===== config.mk =====
export PLATFORM = sky130hd
export DESIGN_NAME = rotation_matrix_to_quaternion
export DESIGN_NICKNAME = d
export VERILOG_FILES = /design/src/rtl/core/rmq_pkg.sv /design/src/rtl/core/rotation_matrix_to_quaternion.sv
export VERILOG_INCLUDE_DIRS = /design/src /design/src/rtl/core
export SDC_FILE = /design/constraint.sdc
export NUM_CORES = 2
export LEC_CHECK = 0
export ABC_AREA = 1
export BUFFER_PORTS_ARGS = -buffer_cell sky130_fd_sc_hd__buf_2
export CORE_MARGIN = 2
export CORE_UTILIZATION = 55
export CTS_CLUSTER_SIZE = 8
export DETAILED_ROUTE_END_ITERATION = 7
export PLACE_DENSITY = 0.7
export SLEW_MARGIN = 0
export SYNTH_ARGS = -nofsm -noshare
export SYNTH_HDL_FRONTEND = slang
export SYNTH_SLANG_ARGS = --single-unit

===== constraint.sdc =====
create_clock -name clk -period 10.5 [get_ports clk]
set_clock_uncertainty 0.1 [all_clocks]
set_input_delay 2.1 -clock clk [delete_from_list [all_inputs] [get_ports clk]]
set_output_delay 2.1 -clock clk [all_outputs]
set_load 0.02 [all_outputs]

===== src/rtl/core/rotation_matrix_to_quaternion_defines.svh =====
// Assertion macros used by the RTL of the quaternion converter.
`ifndef ROTATION_MATRIX_TO_QUATERNION_DEFINES_SVH
`define ROTATION_MATRIX_TO_QUATERNION_DEFINES_SVH
`ifndef SYNTHESIS
`define RMQ_ASSERT(label, clk, rst_n, prop) \
    label: assert property (@(posedge clk) disable iff (!rst_n) prop) \
        else $error("rmq assertion failed");
`define RMQ_ASSERT_IMPLY(label, clk, rst_n, a, b) \
    label: assert property (@(posedge clk) disable iff (!rst_n) (a) |-> (b)) \
        else $error("rmq implication failed");
`else
`define RMQ_ASSERT(label, clk, rst_n, prop)
`define RMQ_ASSERT_IMPLY(label, clk, rst_n, a, b)
`endif
`endif


===== src/rtl/core/rmq_pkg.sv =====
`default_nettype none
package rmq_pkg;

    // Fixed-point format of every element.
    localparam int FRAC_BITS  = 14;
    localparam int ELEM_W     = 16;
    // Candidate sums and off-diagonal sums.
    localparam int M_W        = ELEM_W + 2;
    localparam int D_W        = ELEM_W + 1;
    // Square root: radicand is best << FRAC_BITS.
    localparam int RAD_W      = 32;
    localparam int ROOT_W     = RAD_W / 2;
    localparam int SQ_REM_W   = ROOT_W + 3;
    localparam int SQ_ITERS   = ROOT_W;
    localparam int SQ_PER_STG = 2;
    localparam int SQ_STAGES  = (SQ_ITERS + SQ_PER_STG - 1) / SQ_PER_STG;
    // Division: numerator (|d| << FRAC_BITS) + s over divisor 2s.
    localparam int NUM_W      = D_W + FRAC_BITS + 1;
    localparam int DIV_W      = ROOT_W + 1;
    localparam int QUO_W      = NUM_W - (DIV_W - 2);
    localparam int DV_ITERS   = QUO_W;
    localparam int DV_PER_STG = 2;
    localparam int DV_STAGES  = (DV_ITERS + DV_PER_STG - 1) / DV_PER_STG;
    localparam int Q_W        = QUO_W + 1;
    // Cycles from accepted beat to result strobe.
    localparam int LATENCY    = SQ_STAGES + DV_STAGES + 3;

    typedef enum logic [1:0] {
        COMP_W,
        COMP_X,
        COMP_Y,
        COMP_Z
    } comp_t;

    typedef struct packed {
        logic signed [ELEM_W-1:0] a00;
        logic signed [ELEM_W-1:0] a01;
        logic signed [ELEM_W-1:0] a02;
        logic signed [ELEM_W-1:0] a10;
        logic signed [ELEM_W-1:0] a11;
        logic signed [ELEM_W-1:0] a12;
        logic signed [ELEM_W-1:0] a20;
        logic signed [ELEM_W-1:0] a21;
        logic signed [ELEM_W-1:0] a22;
    } matrix_t;

    typedef struct packed {
        logic signed [ELEM_W-1:0] out_w;
        logic signed [ELEM_W-1:0] out_x;
        logic signed [ELEM_W-1:0] out_y;
        logic signed [ELEM_W-1:0] out_z;
    } quat_t;

    typedef struct packed {
        logic [SQ_REM_W-1:0] rem;
        logic [ROOT_W-1:0]   root;
        logic [RAD_W-1:0]    rad;
    } sq_t;

    typedef struct packed {
        comp_t                idx;
        logic [2:0]           neg;
        logic [2:0][D_W-1:0]  dmag;
    } side_t;

    typedef struct packed {
        logic [DIV_W-1:0] rem;
        logic [QUO_W-1:0] quo;
        logic [NUM_W-1:0] num;
    } dv_t;

    typedef struct packed {
        comp_t             idx;
        logic [2:0]        neg;
        logic [ROOT_W-1:0] dom;
        logic [DIV_W-1:0]  divisor;
    } dside_t;

    // One iteration of the digit-by-digit integer square root.
    function automatic sq_t sq_step(input sq_t x);
        logic [SQ_REM_W-1:0] r;
        logic [SQ_REM_W-1:0] t;
        sq_t                 y;
        r = {x.rem[SQ_REM_W-3:0], x.rad[RAD_W-1 -: 2]};
        t = {{(SQ_REM_W-ROOT_W-2){1'b0}}, x.root, 2'b01};
        y.rad = x.rad << 2;
        if (r >= t)
        begin
            y.rem  = r - t;
            y.root = {x.root[ROOT_W-2:0], 1'b1};
        end
        else
        begin
            y.rem  = r;
            y.root = {x.root[ROOT_W-2:0], 1'b0};
        end
        return y;
    endfunction

    // One iteration of restoring division.
    function automatic dv_t dv_step(input dv_t x, input logic [DIV_W-1:0] d);
        logic [DIV_W:0] r;
        logic [DIV_W:0] diff;
        dv_t            y;
        r    = {x.rem, x.num[NUM_W-1]};
        diff = r - {1'b0, d};
        y.num = x.num << 1;
        if (r >= {1'b0, d})
        begin
            y.rem = diff[DIV_W-1:0];
            y.quo = {x.quo[QUO_W-2:0], 1'b1};
        end
        else
        begin
            y.rem = r[DIV_W-1:0];
            y.quo = {x.quo[QUO_W-2:0], 1'b0};
        end
        return y;
    endfunction

endpackage
`default_nettype wire


===== src/rtl/core/rotation_matrix_to_quaternion.sv =====
// Rotation matrix to unit quaternion converter (Shepperd's method), Q2.14.
// Input channel: drive the nine matrix elements on matrix and raise start;
// the beat is taken at the rising edge where start is high and busy is low.
// busy is always low, so a new matrix can be taken on every cycle.
// Output channel: done is high for exactly one cycle with the quaternion
// on quat; the receiver must take it in that cycle.
// The pipeline runs candidate selection, then the square root (two root
// bits per stage), then forming the dividends, then the three parallel
// dividers (two quotient bits per stage, one in the last), and last the
// sign fix and saturation. Throughput is one matrix per cycle, set by the
// fully pipelined square root and divider units.
// Reset clears all stage valid bits, so no result appears until a beat has
// gone through the whole pipeline. Results leave in the order of arrival.
`default_nettype none
`include "rotation_matrix_to_quaternion_defines.svh"
module rotation_matrix_to_quaternion (
    input  wire logic            clk,
    input  wire logic            rst_n,
    input  wire logic            start,
    output logic                 busy,
    input  wire rmq_pkg::matrix_t matrix,
    output logic                 done,
    output rmq_pkg::quat_t       quat
);

    localparam int SQS = rmq_pkg::SQ_STAGES;
    localparam int DVS = rmq_pkg::DV_STAGES;
    localparam int MW  = rmq_pkg::M_W;
    localparam int DW  = rmq_pkg::D_W;
    localparam int QW  = rmq_pkg::Q_W;
    localparam int RW  = rmq_pkg::ROOT_W;

    assign busy = 1'b0;

    // Stage A: candidate sums, largest pick and off-diagonal terms.
    logic signed [MW-1:0] m0, m1, m2, m3, one_m, best;
    logic signed [MW-1:0] e00, e11, e22;
    rmq_pkg::comp_t       idx_sel;
    logic signed [DW-1:0] dx, dy, dz, sxy, sxz, syz;
    logic signed [DW-1:0] d0, d1, d2;
    rmq_pkg::side_t       side_a_next;
    rmq_pkg::sq_t         sq_a_next;
    logic                 a_v_reg;
    rmq_pkg::side_t       side_a_reg;
    rmq_pkg::sq_t         sq_a_reg;

    always_comb
    begin
        one_m = MW'(1 << rmq_pkg::FRAC_BITS);
        e00   = MW'(matrix.a00);
        e11   = MW'(matrix.a11);
        e22   = MW'(matrix.a22);
        m0 = one_m + e00 + e11 + e22;
        m1 = one_m + e00 - e11 - e22;
        m2 = one_m - e00 + e11 - e22;
        m3 = one_m - e00 - e11 + e22;
        best    = m0;
        idx_sel = rmq_pkg::COMP_W;
        if (m1 > best)
        begin
            best    = m1;
            idx_sel = rmq_pkg::COMP_X;
        end
        if (m2 > best)
        begin
            best    = m2;
            idx_sel = rmq_pkg::COMP_Y;
        end
        if (m3 > best)
        begin
            best    = m3;
            idx_sel = rmq_pkg::COMP_Z;
        end
        if (best < one_m)
        begin
            best = one_m;
        end
        dx  = DW'(matrix.a12) - DW'(matrix.a21);
        dy  = DW'(matrix.a20) - DW'(matrix.a02);
        dz  = DW'(matrix.a01) - DW'(matrix.a10);
        sxy = DW'(matrix.a01) + DW'(matrix.a10);
        sxz = DW'(matrix.a02) + DW'(matrix.a20);
        syz = DW'(matrix.a12) + DW'(matrix.a21);
        unique case (idx_sel)
            rmq_pkg::COMP_W:
            begin
                d0 = dx;
                d1 = dy;
                d2 = dz;
            end
            rmq_pkg::COMP_X:
            begin
                d0 = dx;
                d1 = sxy;
                d2 = sxz;
            end
            rmq_pkg::COMP_Y:
            begin
                d0 = dy;
                d1 = sxy;
                d2 = syz;
            end
            default:
            begin
                d0 = dz;
                d1 = sxz;
                d2 = syz;
            end
        endcase
        side_a_next.idx     = idx_sel;
        side_a_next.neg     = {d2[DW-1], d1[DW-1], d0[DW-1]};
        side_a_next.dmag[0] = d0[DW-1] ? DW'(-d0) : DW'(d0);
        side_a_next.dmag[1] = d1[DW-1] ? DW'(-d1) : DW'(d1);
        side_a_next.dmag[2] = d2[DW-1] ? DW'(-d2) : DW'(d2);
        sq_a_next.rem  = '0;
        sq_a_next.root = '0;
        sq_a_next.rad  = {1'b0, best[MW-2:0], {rmq_pkg::FRAC_BITS{1'b0}}};
    end

    always_ff @(posedge clk or negedge rst_n)
    begin
        if (!rst_n)
        begin
            a_v_reg <= 1'b0;
        end
        else
        begin
            a_v_reg <= start && !busy;
        end
    end

    always_ff @(posedge clk)
    begin
        side_a_reg <= side_a_next;
        sq_a_reg   <= sq_a_next;
    end

    // Square root pipeline, two root bits per stage.
    logic                sq_v_reg    [SQS];
    rmq_pkg::sq_t        sq_reg      [SQS];
    rmq_pkg::side_t      sq_side_reg [SQS];

    for (genvar g = 0; g < SQS; g++)
    begin : g_sq
        rmq_pkg::sq_t   sq_in;
        rmq_pkg::sq_t   sq_next;
        rmq_pkg::side_t side_in;
        logic           v_in;

        if (g == 0)
        begin : g_first
            assign sq_in   = sq_a_reg;
            assign side_in = side_a_reg;
            assign v_in    = a_v_reg;
        end
        else
        begin : g_rest
            assign sq_in   = sq_reg[g-1];
            assign side_in = sq_side_reg[g-1];
            assign v_in    = sq_v_reg[g-1];
        end

        always_comb
        begin
            sq_next = sq_in;
            for (int k = 0; k < rmq_pkg::SQ_PER_STG; k++)
            begin
                if (g * rmq_pkg::SQ_PER_STG + k < rmq_pkg::SQ_ITERS)
                begin
                    sq_next = rmq_pkg::sq_step(sq_next);
                end
            end
        end

        always_ff @(posedge clk or negedge rst_n)
        begin
            if (!rst_n)
            begin
                sq_v_reg[g] <= 1'b0;
            end
            else
            begin
                sq_v_reg[g] <= v_in;
            end
        end

        always_ff @(posedge clk)
        begin
            sq_reg[g]      <= sq_next;
            sq_side_reg[g] <= side_in;
        end
    end

    // Dividend setup: (|d| << FRAC_BITS) + s over 2s, plus the dominant term.
    logic [RW-1:0]                s_root;
    logic [RW:0]                  s_inc;
    logic [rmq_pkg::NUM_W-1:0]    numer [3];
    rmq_pkg::dv_t                 dv_p_next [3];
    rmq_pkg::dside_t              dside_p_next;
    logic                         p_v_reg;
    rmq_pkg::dv_t                 dv_p_reg [3];
    rmq_pkg::dside_t              dside_p_reg;

    always_comb
    begin
        s_root = sq_reg[SQS-1].root;
        s_inc  = {1'b0, s_root} + (RW+1)'(1);
        for (int k = 0; k < 3; k++)
        begin
            numer[k] = rmq_pkg::NUM_W'({sq_side_reg[SQS-1].dmag[k],
                                        {rmq_pkg::FRAC_BITS{1'b0}}})
                       + rmq_pkg::NUM_W'(s_root);
            dv_p_next[k].rem = rmq_pkg::DIV_W'(numer[k] >> rmq_pkg::QUO_W);
            dv_p_next[k].quo = '0;
            dv_p_next[k].num = numer[k] << (rmq_pkg::NUM_W - rmq_pkg::QUO_W);
        end
        dside_p_next.idx     = sq_side_reg[SQS-1].idx;
        dside_p_next.neg     = sq_side_reg[SQS-1].neg;
        dside_p_next.dom     = s_inc[RW:1];
        dside_p_next.divisor = {s_root, 1'b0};
    end

    always_ff @(posedge clk or negedge rst_n)
    begin
        if (!rst_n)
        begin
            p_v_reg <= 1'b0;
        end
        else
        begin
            p_v_reg <= sq_v_reg[SQS-1];
        end
    end

    always_ff @(posedge clk)
    begin
        dv_p_reg    <= dv_p_next;
        dside_p_reg <= dside_p_next;
    end

    // Three parallel divider pipelines, two quotient bits per stage, one in the last.
    logic             dv_v_reg    [DVS];
    rmq_pkg::dv_t     dv_reg      [DVS][3];
    rmq_pkg::dside_t  dv_side_reg [DVS];

    for (genvar g = 0; g < DVS; g++)
    begin : g_dv
        rmq_pkg::dv_t    dv_in   [3];
        rmq_pkg::dv_t    dv_next [3];
        rmq_pkg::dside_t side_in;
        logic            v_in;

        if (g == 0)
        begin : g_first
            assign dv_in   = dv_p_reg;
            assign side_in = dside_p_reg;
            assign v_in    = p_v_reg;
        end
        else
        begin : g_rest
            assign dv_in   = dv_reg[g-1];
            assign side_in = dv_side_reg[g-1];
            assign v_in    = dv_v_reg[g-1];
        end

        always_comb
        begin
            for (int c = 0; c < 3; c++)
            begin
                dv_next[c] = dv_in[c];
                for (int k = 0; k < rmq_pkg::DV_PER_STG; k++)
                begin
                    if (g * rmq_pkg::DV_PER_STG + k < rmq_pkg::DV_ITERS)
                    begin
                        dv_next[c] = rmq_pkg::dv_step(dv_next[c], side_in.divisor);
                    end
                end
            end
        end

        always_ff @(posedge clk or negedge rst_n)
        begin
            if (!rst_n)
            begin
                dv_v_reg[g] <= 1'b0;
            end
            else
            begin
                dv_v_reg[g] <= v_in;
            end
        end

        always_ff @(posedge clk)
        begin
            dv_reg[g]      <= dv_next;
            dv_side_reg[g] <= side_in;
        end
    end

    // Output stage: place components, fix the sign and saturate.
    localparam int ELEM_SAT = rmq_pkg::ELEM_W;
    logic signed [QW-1:0] qv   [3];
    logic signed [QW-1:0] comp [4];
    logic signed [QW-1:0] fixd [4];
    logic signed [ELEM_SAT-1:0] sat [4];
    rmq_pkg::dside_t      so;
    logic                 done_reg;
    rmq_pkg::quat_t       quat_reg;
    rmq_pkg::quat_t       quat_next;

    always_comb
    begin
        so = dv_side_reg[DVS-1];
        for (int k = 0; k < 3; k++)
        begin
            qv[k] = so.neg[k] ? -QW'(dv_reg[DVS-1][k].quo)
                              :  QW'(dv_reg[DVS-1][k].quo);
        end
        for (int p = 0; p < 4; p++)
        begin
            if (p == int'(so.idx))
            begin
                comp[p] = QW'(so.dom);
            end
            else if (p < int'(so.idx))
            begin
                comp[p] = qv[p];
            end
            else
            begin
                comp[p] = qv[p-1];
            end
        end
        for (int p = 0; p < 4; p++)
        begin
            fixd[p] = comp[0][QW-1] ? -comp[p] : comp[p];
            if (fixd[p] > QW'(32767))
            begin
                sat[p] = 16'sh7fff;
            end
            else if (fixd[p] < -QW'(32768))
            begin
                sat[p] = 16'sh8000;
            end
            else
            begin
                sat[p] = fixd[p][ELEM_SAT-1:0];
            end
        end
        quat_next.out_w = sat[0];
        quat_next.out_x = sat[1];
        quat_next.out_y = sat[2];
        quat_next.out_z = sat[3];
    end

    always_ff @(posedge clk or negedge rst_n)
    begin
        if (!rst_n)
        begin
            done_reg <= 1'b0;
        end
        else
        begin
            done_reg <= dv_v_reg[DVS-1];
        end
    end

    always_ff @(posedge clk)
    begin
        quat_reg <= quat_next;
    end

    assign done = done_reg;
    assign quat = quat_reg;

    // The scalar part leaves non-negative after the sign fix.
    `RMQ_ASSERT_IMPLY(a_w_nonneg, clk, rst_n, done, !quat.out_w[ELEM_SAT-1])
    // Every accepted beat comes out after the fixed latency.
    `RMQ_ASSERT(a_latency, clk, rst_n, start |-> ##(rmq_pkg::LATENCY) done)
    // The largest candidate is at least 1.0, so the root is at least 1.0.
    `RMQ_ASSERT_IMPLY(a_root_min, clk, rst_n, sq_v_reg[SQS-1],
                      sq_reg[SQS-1].root[RW-1:RW-2] != 2'b00)

endmodule
`default_nettype wire


# After elaboration in Yosys (flattened, before gate mapping)
# Memories as Yosys holds them, arrays and structs flattened.
# Cells that the tools add are included.
[classes]
n_addsub = 97
eq_ne = 5
n_reduce_logical = 4
magnitude_cmp = 82
n_mux = 97
[ops]
columns = ["op", "count"]
rows = [
  ["34-bit two-way mux", 51],
  ["17-bit subtractor", 55],
  ["18-bit by 17-bit greater-or-equal comparator with 1-bit output", 48],
  ["18-bit two-way mux", 17],
  ["19-bit by 18-bit greater-or-equal comparator with 1-bit output", 15],
  ["35-bit two-way mux", 8],
  ["33-bit two-way mux", 8],
  ["19-bit by 18-bit subtractor with 19-bit output", 8],
  ["16-bit two-way mux", 7],
  ["17-bit one-hot mux with 2 select lines", 3],
  ["31-bit by 16-bit adder with 32-bit output", 3],
  ["18-bit by 16-bit less-than comparator with 1-bit output, second input constant", 5],
  ["18-bit by 16-bit greater-than comparator with 1-bit output, second input constant", 4],
  ["18-bit negator", 4],
  ["18-bit greater-than comparator", 3],
  ["17-bit negator with 18-bit output", 3],
  ["16-bit by 16-bit adder with 17-bit output", 3],
  ["16-bit by 17-bit greater-or-equal comparator with 1-bit output", 3],
  ["17-bit negator", 3],
  ["16-bit by 16-bit subtractor with 17-bit output", 3],
  ["16-bit by 17-bit subtractor with 17-bit output", 3],
  ["17-bit by 16-bit adder with 18-bit output", 2],
  ["18-bit by 16-bit adder with 18-bit output", 2],
  ["17-bit by 16-bit subtractor with 18-bit output", 2],
  ["other kinds (16)", 22],
]
[totals]
out_inout_bits = 66
wordCells = 332
memories = 4
reg_bits = 290
in_bits = 147
mem_bits_rw = 3049
[memory_table]
columns = ["memory", "depth", "width", "read_ports", "rd_ports_with_merged_regs", "wr", "line_no", "source"]
rows = [
  ["dv_reg", 9, 195, 9, 0, 9, "rotation_matrix_to_quaternion.sv:243", "rmq_pkg::dv_t dv_reg [DVS][3];"],
  ["sq_reg", 8, 63, 8, 0, 8, "rotation_matrix_to_quaternion.sv:140", "rmq_pkg::sq_t sq_reg [SQS];"],
  ["sq_side_reg", 8, 56, 8, 0, 8, "rotation_matrix_to_quaternion.sv:141", "rmq_pkg::side_t sq_side_reg [SQS];"],
  ["dv_side_reg", 9, 38, 9, 0, 9, "rotation_matrix_to_quaternion.sv:244", "rmq_pkg::dside_t dv_side_reg [DVS];"],
]

# Depth between registers and ports, before layout
[depth]
depth_word = 14
mapped_depth = 85
ltp_nobuf = 78

# Worst setup path after synthesis
# No wires, ideal clock.
[synth_path]
path_type = "input to register"
start = "input matrix[0] (netlist name)"
end = "register side_a_reg, in the netlist g_sq[0].side_in[32]"
stages = 75
setup_slack_ns = -1.698
arrival_time_ns = 11.975
path_cell_list = "fa_1 -> inv_1 -> ha_1 -> inv_1 -> nand2_1 -> inv_1 -> fa_1 -> inv_1 -> nand2_1 -> nand2_1 -> nand2_1 -> nand2_1 -> nand2_1 -> a21oi_1 -> a31oi_1 -> xnor2_1 -> ha_1 -> nand3_1 -> [39 not listed] -> inv_1 -> a22o_1 -> nand2_1 -> o21ai_0 -> inv_1 -> nand2_1 -> nor3_1 -> nand2_1 -> nor2_1 -> inv_1 -> nor3_1 -> nand2_1 -> nor2_1 -> nand3_1 -> nor2_1 -> nand2_1 -> nand2_1 -> xnor2_1"
[synth_rtl]
columns = ["element", "line_no", "source"]
rows = [
  ["from (decl)", "rotation_matrix_to_quaternion.sv:21", "input wire rmq_pkg::matrix_t matrix,"],
  ["to (signal assigned)", "rotation_matrix_to_quaternion.sv:134", "side_a_reg <= side_a_next;"],
  ["to (decl)", "rotation_matrix_to_quaternion.sv:44", "rmq_pkg::side_t side_a_reg;"],
]

==> results.toml <==
[status]
status = "finished, violations left"
violations = "negative setup slack"

[global_route]
track_usage_pct = 31.97
gr-total-overflow = 0
grt_pass1_vias = 86360
grt_pass1_wl_um = 477700
grt_max_degree = 43
antenna_found_initial = 16

[route]
wirelength_um = 312700
antenna_left = 0
route.detailed.drc = 0
drt-initial-drc-count = 6458
top_layer = "met5"
vias = 88070
drt-met1-wl_um = 135700
dr_wl_met3_um = 18790
wl_per_cell_um = 19.52
met2_length_um = 144000
dr.pass1.iters = 6
vias_per_cell = 5.497

[synthesis]
synth_cell_types = 76
synthFlopType = "dfxtp_1"
ys_async_sr_fraction_pct = 1.065
yosys_warnings = 0
yosys.area.top_type = "dfxtp_1"
synth_area_per_cell_sq_um = 8.117
syn_area_sq_mm = 0.1024
ys_seq_area_share_pct = 36.80
synth-edff-count = 0
synth-seq-cells = 1878
synthesis.instances = 12620
synth_top_cell_area_share_pct = 36.31
syn-num-nets = 14050
synth.most_common_cell = "nand2_1"
synth_area_leaders = "dfxtp_1 36%, ha_1 14%, nand2_1 8.3%"
ys_top_cells_by_count = "2276 x nand2_1, 1858 x dfxtp_1, 1371 x inv_1"

[worst_setup_path]
end_kind = "flop"
crit_fanout = 11
r2r_start = "dside_p_reg[4]"
rrSetupSlack_ns = 2.62
crit_family = "simple AND/OR/NAND/NOR gates"
max_stage_delay_ns = 0.60
cp-start-kind = "primary input"
r2r_cells = 35
crit_buf_inv = 17
critPathKind = "in2reg"
cp_slowest_cell = "fa_2"
worstPathRequired_ns = 11.19
reg2reg_to = "dv_reg[0][64]"
cp_data_arrival_time_ns = 11.48
cp_common_cell = "nand2_1"

[clocking]
cts_buffers = 289
clk_latency_ns = 0.94
cts.clk_slew.worst_paths_ns = 0.05
cts_hold_buf = 0
cts_tree = "done"
htreeDepth = 5
clock-root-buffer = "clkbuf_16"
clock-sinks = 1878
cts.path.max_buffers = 4

[timing]
max_freq_mhz = 92.64
tightestPinTransition_ns = 0.9580
fin_crit_ns = 10.79
fin_crit_sh_pct = 102.8
holdWs_ns = 0.1816
hold_violations = 0
slew_viol_final = 0
setup_violations = 10
slew_headroom_pct = 34.48
fin_setup_tns_ns = -1.095
setup_ws_ns = -0.2950
rsz0062_at_grt = "true"

[final_layout]
largest_reg_flops = 657
fin_nets = 14930
drive_gt1_share_pct = 10.82
fin_area_sq_mm = 0.1191
syn2layout_area_growth_pct = 16.22

[die]
row_count = 158
coreArea_sq_mm = 0.1852
die_w_um = 435.6
die_h_um = 435.6
start_util_pct = 55.30
io_pins = 213
die_area_sq_mm = 0.1897

[job]
maxCapViolCount = 0

[hold_path]
hold_class = "reg2reg"
min_path_cells = 0
min_to = "sq_side_reg[1][12]"
min-delay-start = "sq_side_reg[0][180]"

[placement]
port_buffers = 211
place_hpwl_um = 248000
place.gp.congestion = 1.027
place_area_sq_mm = 0.1100
==> metrics by stage <==
stage	std cells	util, %	worst slack, ns
global route	16010	64.26	-1.019
finish	16020	64.27	-0.2950
detailed placement	15640	59.39	-2.004
global placement	15640	59.39	-2.093
floorplan	12620	-	-0.7907
CTS	15980	63.75	-0.3451
==> worst max path at each step <==
| stage | cells past startpoint | endpoint | slack (ns) | startpoint |
|---|---|---|---|---|
| final | 73 | g_sq[0].side_in[32] | -0.29 | matrix[128] |
| after CTS | 72 | g_sq[0].side_in[32] | -0.35 | matrix[128] |
| after detailed placement | 69 | g_sq[0].side_in[32] | -2.00 | matrix[128] |
| after floorplan | 78 | g_sq[0].side_in[32] | -0.79 | matrix[128] |
| after global routing | 74 | g_sq[0].side_in[32] | -1.02 | matrix[128] |
| after global placement | 69 | g_sq[0].side_in[32] | -2.09 | matrix[128] |
==> worst reg2reg max path, delay by kind of cell (launching register included) <==
family | cells | cell delay, ns
buffers and inverters | 3 | 1.31
flip-flops | 1 | 0.58
multiplexers | 1 | 0.43
adder cells (fa/ha/maj) | 2 | 0.84
AND/OR/NAND/NOR | 11 | 1.29
AO/OA/AOI/OAI | 18 | 3.08
==> cell type report <==
type	instances	area, sq um
fillers	15750	66180
multi-input cells	9136	59760
flip-flops and latches	1878	37700
clock buffers	308	7408
repair buffers	795	5609
inverters	1396	5259
well taps	2480	3103
clock inverters	16	186.4
diodes	12	30.03
==> routing by layer <==
layer  vias up  track usage (%)
met5         -                0
met4         2            13.64
met3       642            4.158
met2      2825            53.47
met1     41000            41.36
li1      43600                -
==> placed cells by master (no fill, tap or decap), types with 61 or more instances in the layout <==
cell       count
nand2_1     2245
dfxtp_1     1858
inv_1       1354
a21oi_1     1174
ha_1        1129
o21ai_0      968
nor2_1       823
xor2_1       635
buf_4        561
xnor2_1      435
nand3_1      432
clkbuf_16    293
buf_2        210
o21bai_1     180
fa_1         126
nor3_1       114
nand4_1       94
nand2_2       61
==> cell families (layout without fill, tap and decap cells) <==
group           count (synthesis)  in the layout  share of synthesized area [%]
simple gates                 3998           4001                          16.26
compound gates               2749           2749                          14.85
flops                        1878           1878                          36.80
buf+inv                      1609           2515                          5.969
fa+ha+maj                    1285           1285                          16.66
xor+xnor                     1079           1079                          9.226
mux                            21             21                         0.2284
other cells                     1             13                       0.003661
==> what timing repair did <==
item                       4_1_cts  5_1_grt
gates cloned                     2        1
resized for setup               75      173
pin swaps                       57      112
setup buffers                   16       27
setup endpoints to repair       70       68
Power is not shown: default switching activity piles up to over one toggle a cycle in this logic, so the estimate is an artifact.
